### config.mk
export PLATFORM = sky130hd
export DESIGN_NAME = daily_alarm_next_finder_unit_flat
export DESIGN_NICKNAME = d
export VERILOG_FILES = /design/src/hdl/dalnf_pkg.sv /design/src/hdl/dalnf_in_if.sv /design/src/hdl/dalnf_out_if.sv /design/src/hdl/dalnf_ram.sv /design/src/hdl/dalnf_ctrl.sv /design/src/hdl/dalnf_dp.sv /design/src/hdl/daily_alarm_next_finder_unit.sv /design/src/flat_wrapper.sv
export SDC_FILE = /design/constraint.sdc
export NUM_CORES = 2
export LEC_CHECK = 0
export BUFFER_PORTS_ARGS = -buffer_cell sky130_fd_sc_hd__clkbuf_2
export CAP_MARGIN = 20
export CELL_PAD_IN_SITES_DETAIL_PLACEMENT = 1
export CELL_PAD_IN_SITES_GLOBAL_PLACEMENT = 2
export CORE_ASPECT_RATIO = 0.6
export CORE_MARGIN = 2
export CORE_UTILIZATION = 46
export CTS_BUF_LIST = sky130_fd_sc_hd__clkbuf_8
export CTS_CLUSTER_SIZE = 14
export DETAILED_ROUTE_END_ITERATION = 10
export PLACE_DENSITY_LB_ADDON = 0.2
export REMOVE_ABC_BUFFERS = 1
export SYNTH_ARGS = -nofsm -noshare
export SYNTH_HDL_FRONTEND = slang
export SYNTH_HIERARCHICAL = 1
export SYNTH_SLANG_ARGS = --single-unit
### constraint.sdc
create_clock -name clk_i -period 4.73 [get_ports clk_i]
set_clock_uncertainty 0.2 [all_clocks]
set_input_delay 0.2365 -clock clk_i [delete_from_list [all_inputs] [get_ports clk_i]]
set_output_delay 0.2365 -clock clk_i [all_outputs]
set_load 0.05 [all_outputs]
### src/hdl/dalnf_pkg.sv
`timescale 1ns / 1ps
`default_nettype none

package dalnf_pkg;

  localparam int MINUTE_SLOTS  = 1440;
  localparam int WORD_W        = 32;
  localparam int MAP_WORDS     = MINUTE_SLOTS / WORD_W;
  localparam int WORD_AW       = $clog2(MAP_WORDS);
  localparam int BIT_W         = $clog2(WORD_W);
  localparam int SLOT_W        = WORD_AW + BIT_W;
  localparam int SCAN_EVALS    = MAP_WORDS + 1;
  localparam int EVAL_CNT_W    = $clog2(SCAN_EVALS + 1);

  localparam int HOUR_W        = 5;
  localparam int MIN_W         = 6;
  localparam int OFF_W         = 6;
  localparam int MINS_PER_HOUR = 60;
  localparam int LAST_HOUR     = 23;
  localparam int LAST_MINUTE   = 59;

  localparam int DIV_MUL       = 1093;
  localparam int DIV_SHIFT     = 16;
  localparam int PROD_W        = 22;

  localparam logic REQ_SET  = 1'b0;
  localparam logic REQ_FIRE = 1'b1;

  typedef struct packed {
    logic              req_type;
    logic [HOUR_W-1:0] set_hour;
    logic [MIN_W-1:0]  set_minute;
    logic [HOUR_W-1:0] now_hour;
    logic [MIN_W-1:0]  now_minute;
  } in_item_t;

  typedef struct packed {
    logic              alarm_armed;
    logic [HOUR_W-1:0] next_hour;
    logic [MIN_W-1:0]  next_minute;
    logic              vibrate;
  } out_item_t;

  typedef struct packed {
    logic accept;
    logic set_rd;
    logic set_wr;
    logic scan_issue;
    logic eval_en;
    logic eval_first;
    logic eval_last;
    logic res_clear;
    logic div;
    logic fix;
    logic out_load;
  } cmd_t;

  typedef struct packed {
    logic set_req;
    logic hit;
  } stat_t;

endpackage

`default_nettype wire

### src/hdl/dalnf_in_if.sv
`timescale 1ns / 1ps
`default_nettype none

interface dalnf_in_if;
  logic                valid;
  logic                ready;
  dalnf_pkg::in_item_t data;

  modport source (output valid, output data, input ready);
  modport sink   (input valid, input data, output ready);
endinterface

`default_nettype wire

### src/hdl/dalnf_out_if.sv
`timescale 1ns / 1ps
`default_nettype none

interface dalnf_out_if;
  logic                 valid;
  logic                 ready;
  dalnf_pkg::out_item_t data;

  modport source (output valid, output data, input ready);
  modport sink   (input valid, input data, output ready);
endinterface

`default_nettype wire

### src/hdl/dalnf_ram.sv
`timescale 1ns / 1ps
`default_nettype none

module dalnf_ram #(
  parameter int WIDTH = 32,
  parameter int DEPTH = 64
) (
  input  logic                     clk_i,
  input  logic                     we_i,
  input  logic [$clog2(DEPTH)-1:0] waddr_i,
  input  logic [WIDTH-1:0]         wdata_i,
  input  logic [$clog2(DEPTH)-1:0] raddr_i,
  output logic [WIDTH-1:0]         rdata_o
);

  logic [WIDTH-1:0] mem_q [DEPTH];
  logic [WIDTH-1:0] rdata_q;

  always_ff @(posedge clk_i) begin
    if (we_i) begin
      mem_q[waddr_i] <= wdata_i;
    end
    rdata_q <= mem_q[raddr_i];
  end

  assign rdata_o = rdata_q;

endmodule

`default_nettype wire

### src/hdl/dalnf_ctrl.sv
`timescale 1ns / 1ps
`default_nettype none

module dalnf_ctrl (
  input  logic              clk_i,
  input  logic              rst_ni,
  input  logic              in_valid_i,
  output logic              in_ready_o,
  output logic              out_valid_o,
  input  logic              out_ready_i,
  input  dalnf_pkg::stat_t  stat_i,
  output dalnf_pkg::cmd_t   cmd_o
);

  typedef enum logic [6:0] {
    S_IDLE   = 7'b0000001,
    S_SET_RD = 7'b0000010,
    S_SET_WR = 7'b0000100,
    S_SCAN   = 7'b0001000,
    S_DIV    = 7'b0010000,
    S_FIX    = 7'b0100000,
    S_DONE   = 7'b1000000
  } state_e;

  localparam logic [dalnf_pkg::EVAL_CNT_W-1:0] EVALS =
    dalnf_pkg::EVAL_CNT_W'(dalnf_pkg::SCAN_EVALS);

  state_e                             state_q, state_d;
  logic [dalnf_pkg::EVAL_CNT_W-1:0]   issue_k_q, issue_k_d;
  logic [dalnf_pkg::EVAL_CNT_W-1:0]   eval_k_q, eval_k_d;
  logic                               eval_v_q, eval_v_d;
  logic                               out_valid_q, out_valid_d;
  dalnf_pkg::cmd_t                    cmd;

  always_comb begin
    state_d     = state_q;
    issue_k_d   = issue_k_q;
    eval_k_d    = eval_k_q;
    eval_v_d    = 1'b0;
    out_valid_d = out_valid_q;
    cmd         = '0;
    in_ready_o  = 1'b0;

    if (out_valid_q && out_ready_i) begin
      out_valid_d = 1'b0;
    end

    cmd.eval_en    = (state_q == S_SCAN) && eval_v_q;
    cmd.eval_first = (eval_k_q == '0);
    cmd.eval_last  = (eval_k_q == EVALS - 1'b1);

    unique case (state_q)
      S_IDLE: begin
        in_ready_o = 1'b1;
        if (in_valid_i) begin
          cmd.accept = 1'b1;
          issue_k_d  = '0;
          state_d    = stat_i.set_req ? S_SET_RD : S_SCAN;
        end
      end
      S_SET_RD: begin
        cmd.set_rd = 1'b1;
        state_d    = S_SET_WR;
      end
      S_SET_WR: begin
        cmd.set_wr = 1'b1;
        state_d    = S_SCAN;
      end
      S_SCAN: begin
        if (issue_k_q < EVALS) begin
          cmd.scan_issue = 1'b1;
          issue_k_d      = issue_k_q + 1'b1;
          eval_k_d       = issue_k_q;
          eval_v_d       = 1'b1;
        end
        if (cmd.eval_en) begin
          priority if (stat_i.hit) begin
            state_d  = S_DIV;
            eval_v_d = 1'b0;
          end else if (cmd.eval_last) begin
            cmd.res_clear = 1'b1;
            state_d       = S_DONE;
            eval_v_d      = 1'b0;
          end else begin
            state_d = S_SCAN;
          end
        end
      end
      S_DIV: begin
        cmd.div = 1'b1;
        state_d = S_FIX;
      end
      S_FIX: begin
        cmd.fix = 1'b1;
        state_d = S_DONE;
      end
      S_DONE: begin
        if (!out_valid_q || out_ready_i) begin
          cmd.out_load = 1'b1;
          out_valid_d  = 1'b1;
          state_d      = S_IDLE;
        end
      end
      default: begin
        state_d = S_IDLE;
      end
    endcase
  end

  always_ff @(posedge clk_i or negedge rst_ni) begin
    if (!rst_ni) begin
      state_q     <= S_IDLE;
      issue_k_q   <= '0;
      eval_k_q    <= '0;
      eval_v_q    <= 1'b0;
      out_valid_q <= 1'b0;
    end else begin
      state_q     <= state_d;
      issue_k_q   <= issue_k_d;
      eval_k_q    <= eval_k_d;
      eval_v_q    <= eval_v_d;
      out_valid_q <= out_valid_d;
    end
  end

  assign cmd_o       = cmd;
  assign out_valid_o = out_valid_q;

  a_accept_next: assert property (@(posedge clk_i) disable iff (!rst_ni)
    cmd.accept |=> (state_q == S_SET_RD || state_q == S_SCAN))
    else $error("accepted beat did not start a set or a scan");

  a_write_after_read: assert property (@(posedge clk_i) disable iff (!rst_ni)
    (state_q == S_SET_WR) |-> ($past(state_q) == S_SET_RD))
    else $error("bitmap write without a preceding read");

  a_eval_bound: assert property (@(posedge clk_i) disable iff (!rst_ni)
    eval_v_q |-> (eval_k_q < EVALS))
    else $error("scan evaluated past the last word");

  a_load_free: assert property (@(posedge clk_i) disable iff (!rst_ni)
    cmd.out_load |-> (!out_valid_q || out_ready_i))
    else $error("output register overwritten while holding a beat");

endmodule

`default_nettype wire

### src/hdl/dalnf_dp.sv
`timescale 1ns / 1ps
`default_nettype none

module dalnf_dp (
  input  logic                         clk_i,
  input  logic                         rst_ni,
  input  dalnf_pkg::cmd_t              cmd_i,
  output dalnf_pkg::stat_t             stat_o,
  input  dalnf_pkg::in_item_t          item_i,
  input  logic                         cfg_we_i,
  input  logic [dalnf_pkg::OFF_W-1:0]  cfg_wdata_i,
  output dalnf_pkg::out_item_t         result_o
);

  localparam int SW = dalnf_pkg::SLOT_W;
  localparam int AW = dalnf_pkg::WORD_AW;
  localparam int BW = dalnf_pkg::BIT_W;
  localparam int WW = dalnf_pkg::WORD_W;
  localparam int HW = dalnf_pkg::HOUR_W;
  localparam int MW = dalnf_pkg::MIN_W;

  logic [dalnf_pkg::OFF_W-1:0]     off_q;
  logic [dalnf_pkg::MAP_WORDS-1:0] valid_q;
  logic                            rd_valid_q;

  logic [SW-1:0] set_idx_q;
  logic [BW-1:0] sb_q;
  logic [AW-1:0] scan_word_q;
  logic [AW-1:0] eval_word_q;
  logic [SW-1:0] slot_q;
  logic [HW-1:0] hour_q;
  logic [MW-1:0] minute_q;
  logic          found_q;
  logic          vib_q;
  dalnf_pkg::out_item_t out_q;

  logic [SW-1:0] pos, pos1, start, set_idx;
  logic          set_ok;
  logic [AW-1:0] set_word, raddr;
  logic [WW-1:0] rdata, wdata, eff_word, lo_mask, masked;
  logic [BW-1:0] bit_idx;
  logic [dalnf_pkg::PROD_W-1:0] prod;
  logic [SW-1:0] hour60, rem;
  logic [MW-1:0] off_sat;
  logic [MW:0]   msum;

  assign pos  = SW'(item_i.now_hour) * SW'(dalnf_pkg::MINS_PER_HOUR) + SW'(item_i.now_minute);
  assign pos1 = pos + 1'b1;
  assign start = (pos1 >= SW'(dalnf_pkg::MINUTE_SLOTS)) ? '0 : pos1;

  assign set_idx = SW'(item_i.set_hour) * SW'(dalnf_pkg::MINS_PER_HOUR)
                 + SW'(item_i.set_minute);
  assign set_ok  = (item_i.req_type == dalnf_pkg::REQ_SET)
                && (item_i.set_hour <= HW'(dalnf_pkg::LAST_HOUR))
                && (item_i.set_minute <= MW'(dalnf_pkg::LAST_MINUTE));

  assign stat_o.set_req = set_ok;

  assign set_word = set_idx_q[SW-1:BW];
  assign raddr    = cmd_i.set_rd ? set_word : scan_word_q;
  assign eff_word = rd_valid_q ? rdata : '0;
  assign wdata    = eff_word | (WW'(1) << set_idx_q[BW-1:0]);

  dalnf_ram #(
    .WIDTH (dalnf_pkg::WORD_W),
    .DEPTH (dalnf_pkg::MAP_WORDS)
  ) u_map (
    .clk_i   (clk_i),
    .we_i    (cmd_i.set_wr),
    .waddr_i (set_word),
    .wdata_i (wdata),
    .raddr_i (raddr),
    .rdata_o (rdata)
  );

  // first word keeps bits from the start, the wrap revisit keeps those below
  assign lo_mask = '1 << sb_q;
  always_comb begin
    priority if (cmd_i.eval_first) begin
      masked = eff_word & lo_mask;
    end else if (cmd_i.eval_last) begin
      masked = eff_word & ~lo_mask;
    end else begin
      masked = eff_word;
    end
  end

  always_comb begin
    bit_idx = '0;
    for (int i = WW - 1; i >= 0; i--) begin
      if (masked[i]) begin
        bit_idx = BW'(i);
      end
    end
  end

  assign stat_o.hit = |masked;

  assign prod    = dalnf_pkg::PROD_W'(slot_q) * dalnf_pkg::PROD_W'(dalnf_pkg::DIV_MUL);
  assign hour60  = SW'(hour_q) * SW'(dalnf_pkg::MINS_PER_HOUR);
  assign rem     = slot_q - hour60;
  assign off_sat = (off_q > MW'(dalnf_pkg::LAST_MINUTE)) ? MW'(dalnf_pkg::LAST_MINUTE) : off_q;
  assign msum    = (MW + 1)'(rem[MW-1:0]) + (MW + 1)'(off_sat);

  always_ff @(posedge clk_i or negedge rst_ni) begin
    if (!rst_ni) begin
      off_q   <= '0;
      valid_q <= '0;
    end else begin
      if (cfg_we_i) begin
        off_q <= cfg_wdata_i;
      end
      if (cmd_i.set_wr) begin
        valid_q[set_word] <= 1'b1;
      end
    end
  end

  always_ff @(posedge clk_i) begin
    rd_valid_q <= valid_q[raddr];
    if (cmd_i.accept) begin
      vib_q       <= item_i.req_type;
      set_idx_q   <= set_idx;
      sb_q        <= start[BW-1:0];
      scan_word_q <= start[SW-1:BW];
    end
    if (cmd_i.scan_issue) begin
      eval_word_q <= scan_word_q;
      scan_word_q <= (scan_word_q == AW'(dalnf_pkg::MAP_WORDS - 1)) ? '0
                   : scan_word_q + 1'b1;
    end
    if (cmd_i.eval_en && stat_o.hit) begin
      slot_q <= {eval_word_q, bit_idx};
    end
    if (cmd_i.res_clear) begin
      found_q  <= 1'b0;
      hour_q   <= '0;
      minute_q <= '0;
    end
    if (cmd_i.div) begin
      hour_q <= prod[dalnf_pkg::DIV_SHIFT +: HW];
    end
    if (cmd_i.fix) begin
      found_q <= 1'b1;
      if (msum >= (MW + 1)'(dalnf_pkg::MINS_PER_HOUR)) begin
        minute_q <= MW'(msum - (MW + 1)'(dalnf_pkg::MINS_PER_HOUR));
        hour_q   <= (hour_q >= HW'(dalnf_pkg::LAST_HOUR)) ? '0 : hour_q + 1'b1;
      end else begin
        minute_q <= msum[MW-1:0];
      end
    end
    if (cmd_i.out_load) begin
      out_q.alarm_armed <= found_q;
      out_q.next_hour   <= hour_q;
      out_q.next_minute <= minute_q;
      out_q.vibrate     <= vib_q;
    end
  end

  assign result_o = out_q;

endmodule

`default_nettype wire

### src/hdl/daily_alarm_next_finder_unit.sv
// Next-alarm finder over a 1440-bit minute map held as 45 words of 32 bits in
// a registered-read RAM, with per-word valid flops so reset clears the map at
// once. A request beat sets one minute (set type with an in-range time) or
// reports a fired alarm, then the map is scanned circularly from the minute
// after the current time, one RAM word per cycle. After acceptance a set first
// reads and writes its map word; the scan then issues the first RAM read and
// evaluates up to 46 words (the start word is revisited at the end); a hit is
// followed by the hour/minute split, offset add and result load, a miss by the
// result load alone; a new request is taken the cycle after the result is
// registered, while the result may still wait at the output. The
// offset register is written through cfg_we_i/cfg_wdata_i and saturates at
// 59 when used.
`timescale 1ns / 1ps
`default_nettype none

module daily_alarm_next_finder_unit (
  input  logic                        clk_i,
  input  logic                        rst_ni,
  dalnf_in_if.sink                    req_i,
  dalnf_out_if.source                 rsp_o,
  input  logic                        cfg_we_i,
  input  logic [dalnf_pkg::OFF_W-1:0] cfg_wdata_i
);

  dalnf_pkg::cmd_t  cmd;
  dalnf_pkg::stat_t stat;

  dalnf_ctrl u_ctrl (
    .clk_i       (clk_i),
    .rst_ni      (rst_ni),
    .in_valid_i  (req_i.valid),
    .in_ready_o  (req_i.ready),
    .out_valid_o (rsp_o.valid),
    .out_ready_i (rsp_o.ready),
    .stat_i      (stat),
    .cmd_o       (cmd)
  );

  dalnf_dp u_dp (
    .clk_i       (clk_i),
    .rst_ni      (rst_ni),
    .cmd_i       (cmd),
    .stat_o      (stat),
    .item_i      (req_i.data),
    .cfg_we_i    (cfg_we_i),
    .cfg_wdata_i (cfg_wdata_i),
    .result_o    (rsp_o.data)
  );

endmodule

`default_nettype wire

### src/flat_wrapper.sv
// flat-port wrapper written by rule: the top's interface ports become plain ports
module daily_alarm_next_finder_unit_flat 
  (clk_i, rst_ni, cfg_we_i, cfg_wdata_i, req_i_valid, req_i_data, req_i_ready, rsp_o_valid, rsp_o_data, rsp_o_ready);
  dalnf_in_if req_i_i ();
  dalnf_out_if rsp_o_i ();
  input  logic clk_i;
  input  logic rst_ni;
  input  logic cfg_we_i;
  input  logic [dalnf_pkg::OFF_W-1:0] cfg_wdata_i;
  input wire logic [$bits(req_i_i.valid)-1:0] req_i_valid;
  input wire logic [$bits(req_i_i.data)-1:0] req_i_data;
  output wire logic [$bits(req_i_i.ready)-1:0] req_i_ready;
  output wire logic [$bits(rsp_o_i.valid)-1:0] rsp_o_valid;
  output wire logic [$bits(rsp_o_i.data)-1:0] rsp_o_data;
  input wire logic [$bits(rsp_o_i.ready)-1:0] rsp_o_ready;
  assign req_i_i.valid = req_i_valid;
  assign req_i_i.data = req_i_data;
  assign req_i_ready = req_i_i.ready;
  assign rsp_o_valid = rsp_o_i.valid;
  assign rsp_o_data = rsp_o_i.data;
  assign rsp_o_i.ready = rsp_o_ready;
  daily_alarm_next_finder_unit u_core (.clk_i(clk_i), .rst_ni(rst_ni), .req_i(req_i_i), .rsp_o(rsp_o_i), .cfg_we_i(cfg_we_i), .cfg_wdata_i(cfg_wdata_i));
endmodule
==> key figures <==
Outcome
  • Run status: complete, no violations

Routing
  • TritonRoute pass-1 iters: 6
  • Via/cell ratio: 6.110
  • Final WL: 204,500 µm
  • Post-route DRC: 0
  • Antenna Nets Post-Route: 0
  • Wire per inst: 31.98 µm
  • DRT iter0 DRCs: 4,650
  • Total vias in the final route: 39,080

STA
  • Final Hold Viols: 0
  • Tightest Pin Transition: 1177 ps
  • Setup slack after layout: 296.8 ps
  • Max-slew violations: 0
  • Crit share post-route: 93.73%
  • Minimum clock period: 4433 ps
  • Slew HR: 21.56%
  • Post-route setup TNS: 0 ps
  • Max Freq: 0.2256 GHz
  • Unrepaired setup endpoints after global routing: no
  • Hold Slack: 129.7 ps
  • Final setup violation count: 0

GRT
  • Total gr overflow: 0
  • First-pass GRT wire length: 293,800 µm
  • GRT Util Overall: 27.23%
  • Initial antenna violation count: 8
  • Largest net degree at the start of global routing: 72
  • Vias in the first global route: 39,630

Layout
  • Finished Cell Area: 77,250 µm²
  • Fillers: 13,300
  • Finished Layout Cells: 6,396
  • Most frequent cells in the layout: edfxtp_1 (1,499), mux2i_1 (538), clkbuf_8 (239)
  • Final Util: 53.28%
  • Synth-to-Final Area Change: 14.58%
  • Most common cell after layout, fill and taps aside: edfxtp_1
  • Share of cells above drive strength 1: 19.59%
  • Nets: 4,435

Logic synthesis
  • Synthesized area: 67,420 µm²
  • EDFF count, synth: 1,499
  • Asr flop ratio synth: 4.472%
  • Sequential share of the synthesized area: 70.59%
  • FF+latch count, synth: 1,610
  • Dominant synthesized flop cell: edfxtp_1
  • Mean Syn Cell Area: 17.23 µm²
  • Distinct cells, synth: 94
  • Yosys warnings: 6
  • Post-Synthesis Cells: 3,913

Floorplan
  • Core region area: 145,000 µm²
  • Initial Utilization: 46.50%
  • Rows: 108
  • Die area: 149,800 µm²
  • Chip height: 300.6 µm
  • Die width: 498.3 µm
  • Top Ports: 49

Setup path
  • WS Path Type: register to register
  • CP Data Required Time: 5280 ps
  • Reg2Reg Depth: 10
  • Crit-path max FO: 11
  • Crit. End Element: register
  • Worst Path Arrival: 4980 ps
  • Startpoint Class: register

Clocking
  • Total CTS buffers: 229
  • H-tree depth: 4
  • Skew-Pair Late Insertion Delay: 930 ps
  • Clock tree root buffer cell: clkbuf_8
  • CTS tree: done
  • Max clock buf depth: 3
  • Clk sink count: 1,610
  • Clock slew at reported path FFs: 70 ps
  • Post-CTS Setup Bufs: 0

Placement
  • Placed cell area: 72,150 µm²
  • Setup WS pre-CTS: 282.1 ps
  • Post-DP HPWL: 128,200 µm
  • Placed cell count: 5,899
  • GP Congestion: 0.9025
  • PortBufs: 48

Hold path
  • Hold Path Depth: 4
  • Hold WC Path Type: input pin to register

Power
  • Total power: 45.93 mW
  • Peak supply drop: 0.3329 mV
  • P_leak: 27.61 nW
  • PwrDens: 594.6 nW/µm²

Flow run
  • Max-Cap Viols: 0
-- sequential cells by signal, summed over array words and instances, names as in the netlist, 7 cells and up --
| register | flops |
|---|---|
| u_core/u_dp/u_map/mem_q | 1440 |
| u_core/u_ctrl/state_q | 7 |
| u_core/u_dp/slot_q | 11 |
| u_core/u_dp/result_o | 13 |
| u_core/u_dp/u_map/rdata_o | 32 |
| u_core/u_dp/set_idx_q | 11 |
| u_core/u_dp/valid_q | 45 |
-- what timing repair did --
item | CTS | global route
setup endpoints to repair | 0 | 11
gates resized for setup | 0 | 1
hold buffers | 62 | 0
hold endpoints to repair | 120 | 0
-- routing by layer --
metal  global-route usage (%)  vias up  wire, µm
li1                         -    16510         -
met1                    43.64    20670     97280
met2                    37.67     1663     84750
met3                    5.868      242     18880
met4                    6.119        2      3613
met5                        0        -        13
-- synthesized netlist by cell type (all sizes together), types with 11 or more instances --
| cell type | count | share of area, % |
|---|---|---|
| a211oi | 28 | 0.32 |
| a21o | 38 | 0.42 |
| a21oi | 120 | 0.91 |
| a221oi | 68 | 0.88 |
| a22o | 64 | 0.83 |
| a22oi | 129 | 1.4 |
| a31oi | 11 | 0.10 |
| and2 | 14 | 0.13 |
| buf | 111 | 1.2 |
| clkbuf | 106 | 0.61 |
| dfrtp | 71 | 2.6 |
| dfxtp | 39 | 1.2 |
| edfxtp | 1499 | 67 |
| fa | 23 | 0.68 |
| ha | 107 | 2.0 |
| inv | 74 | 0.41 |
| mux2 | 14 | 0.26 |
| mux2i | 540 | 8.0 |
| mux4 | 130 | 4.3 |
| nand2 | 125 | 0.71 |
| nand2b | 21 | 0.19 |
| nand3 | 34 | 0.25 |
| nand3b | 11 | 0.12 |
| nor2 | 106 | 0.59 |
| nor2b | 31 | 0.29 |
| nor3 | 18 | 0.15 |
| o211ai | 13 | 0.14 |
| o21ai | 63 | 0.47 |
| o21bai | 28 | 0.31 |
| o22ai | 38 | 0.35 |
| o41ai | 35 | 0.83 |
| or2 | 11 | 0.10 |
| or3 | 12 | 0.11 |
| xnor2 | 23 | 0.30 |
| xor2 | 15 | 0.19 |
-- cell type report --
class | count | area [µm²] | area share [%]
sequential | 1610 | 47600 | 61.61
multi-input combinational | 2010 | 19070 | 24.69
timing repair buffer | 344 | 3483 | 4.509
clock buffer | 239 | 3289 | 4.258
tap | 1925 | 2409 | 3.118
clock inverter | 188 | 1089 | 1.409
inverter | 76 | 300.3 | 0.3887
antenna | 4 | 10.01 | 0.01296
-- critical path: stages, from the launching register on --
cell and delay [ps]:
dfrtp_1 490, nor3_1 400, and3_1 510, buf_4 220
mux2i_1 470, inv_1 340, nand2b_2 530, buf_4 250
o22ai_1 110, buf_4 200, o41ai_2 490
-- cells by family (layout without fill, tap and decap cells) --
kind of cell | Yosys count | after routing | share of synthesized area (%)
multiplexers | 684 | 684 | 12.62
AO/OA/AOI/OAI | 713 | 713 | 8.046
AND/OR/NAND/NOR | 445 | 445 | 3.374
flip-flops | 1610 | 1610 | 70.59
XOR/XNOR | 38 | 38 | 0.4936
other | 0 | 4 | 0
buffers and inverters | 293 | 847 | 2.203
adder cells (fa/ha/maj) | 130 | 130 | 2.669
-- worst paths after layout --
check / end / startpoint / slack (ps)
min in group asynchronous: u_core/u_ctrl/state_q[0] / rst_ni / 190
worst min register to register: u_core/u_dp/result_o[12] / u_core/u_dp/found_q / 230
max in group asynchronous: u_core/u_dp/valid_q[6] / rst_ni / 3710
worst max register to register: u_core/u_dp/u_map/rdata_o[4] / u_core/u_ctrl/state_q[3] / 300
worst max-delay path: u_core/u_dp/u_map/rdata_o[4] / u_core/u_ctrl/state_q[3] / 300
worst min-delay path: u_core/u_ctrl/state_q[1] / req_i_valid / 130
-- report_power, final --
group          internal, mW  switching (mW)  total, mW
combinational          6.54            10.8       17.3
clock                  5.20            5.49       10.7
sequential             17.2           0.685       17.9
Note: power is estimated with default switching activity, not from simulation.
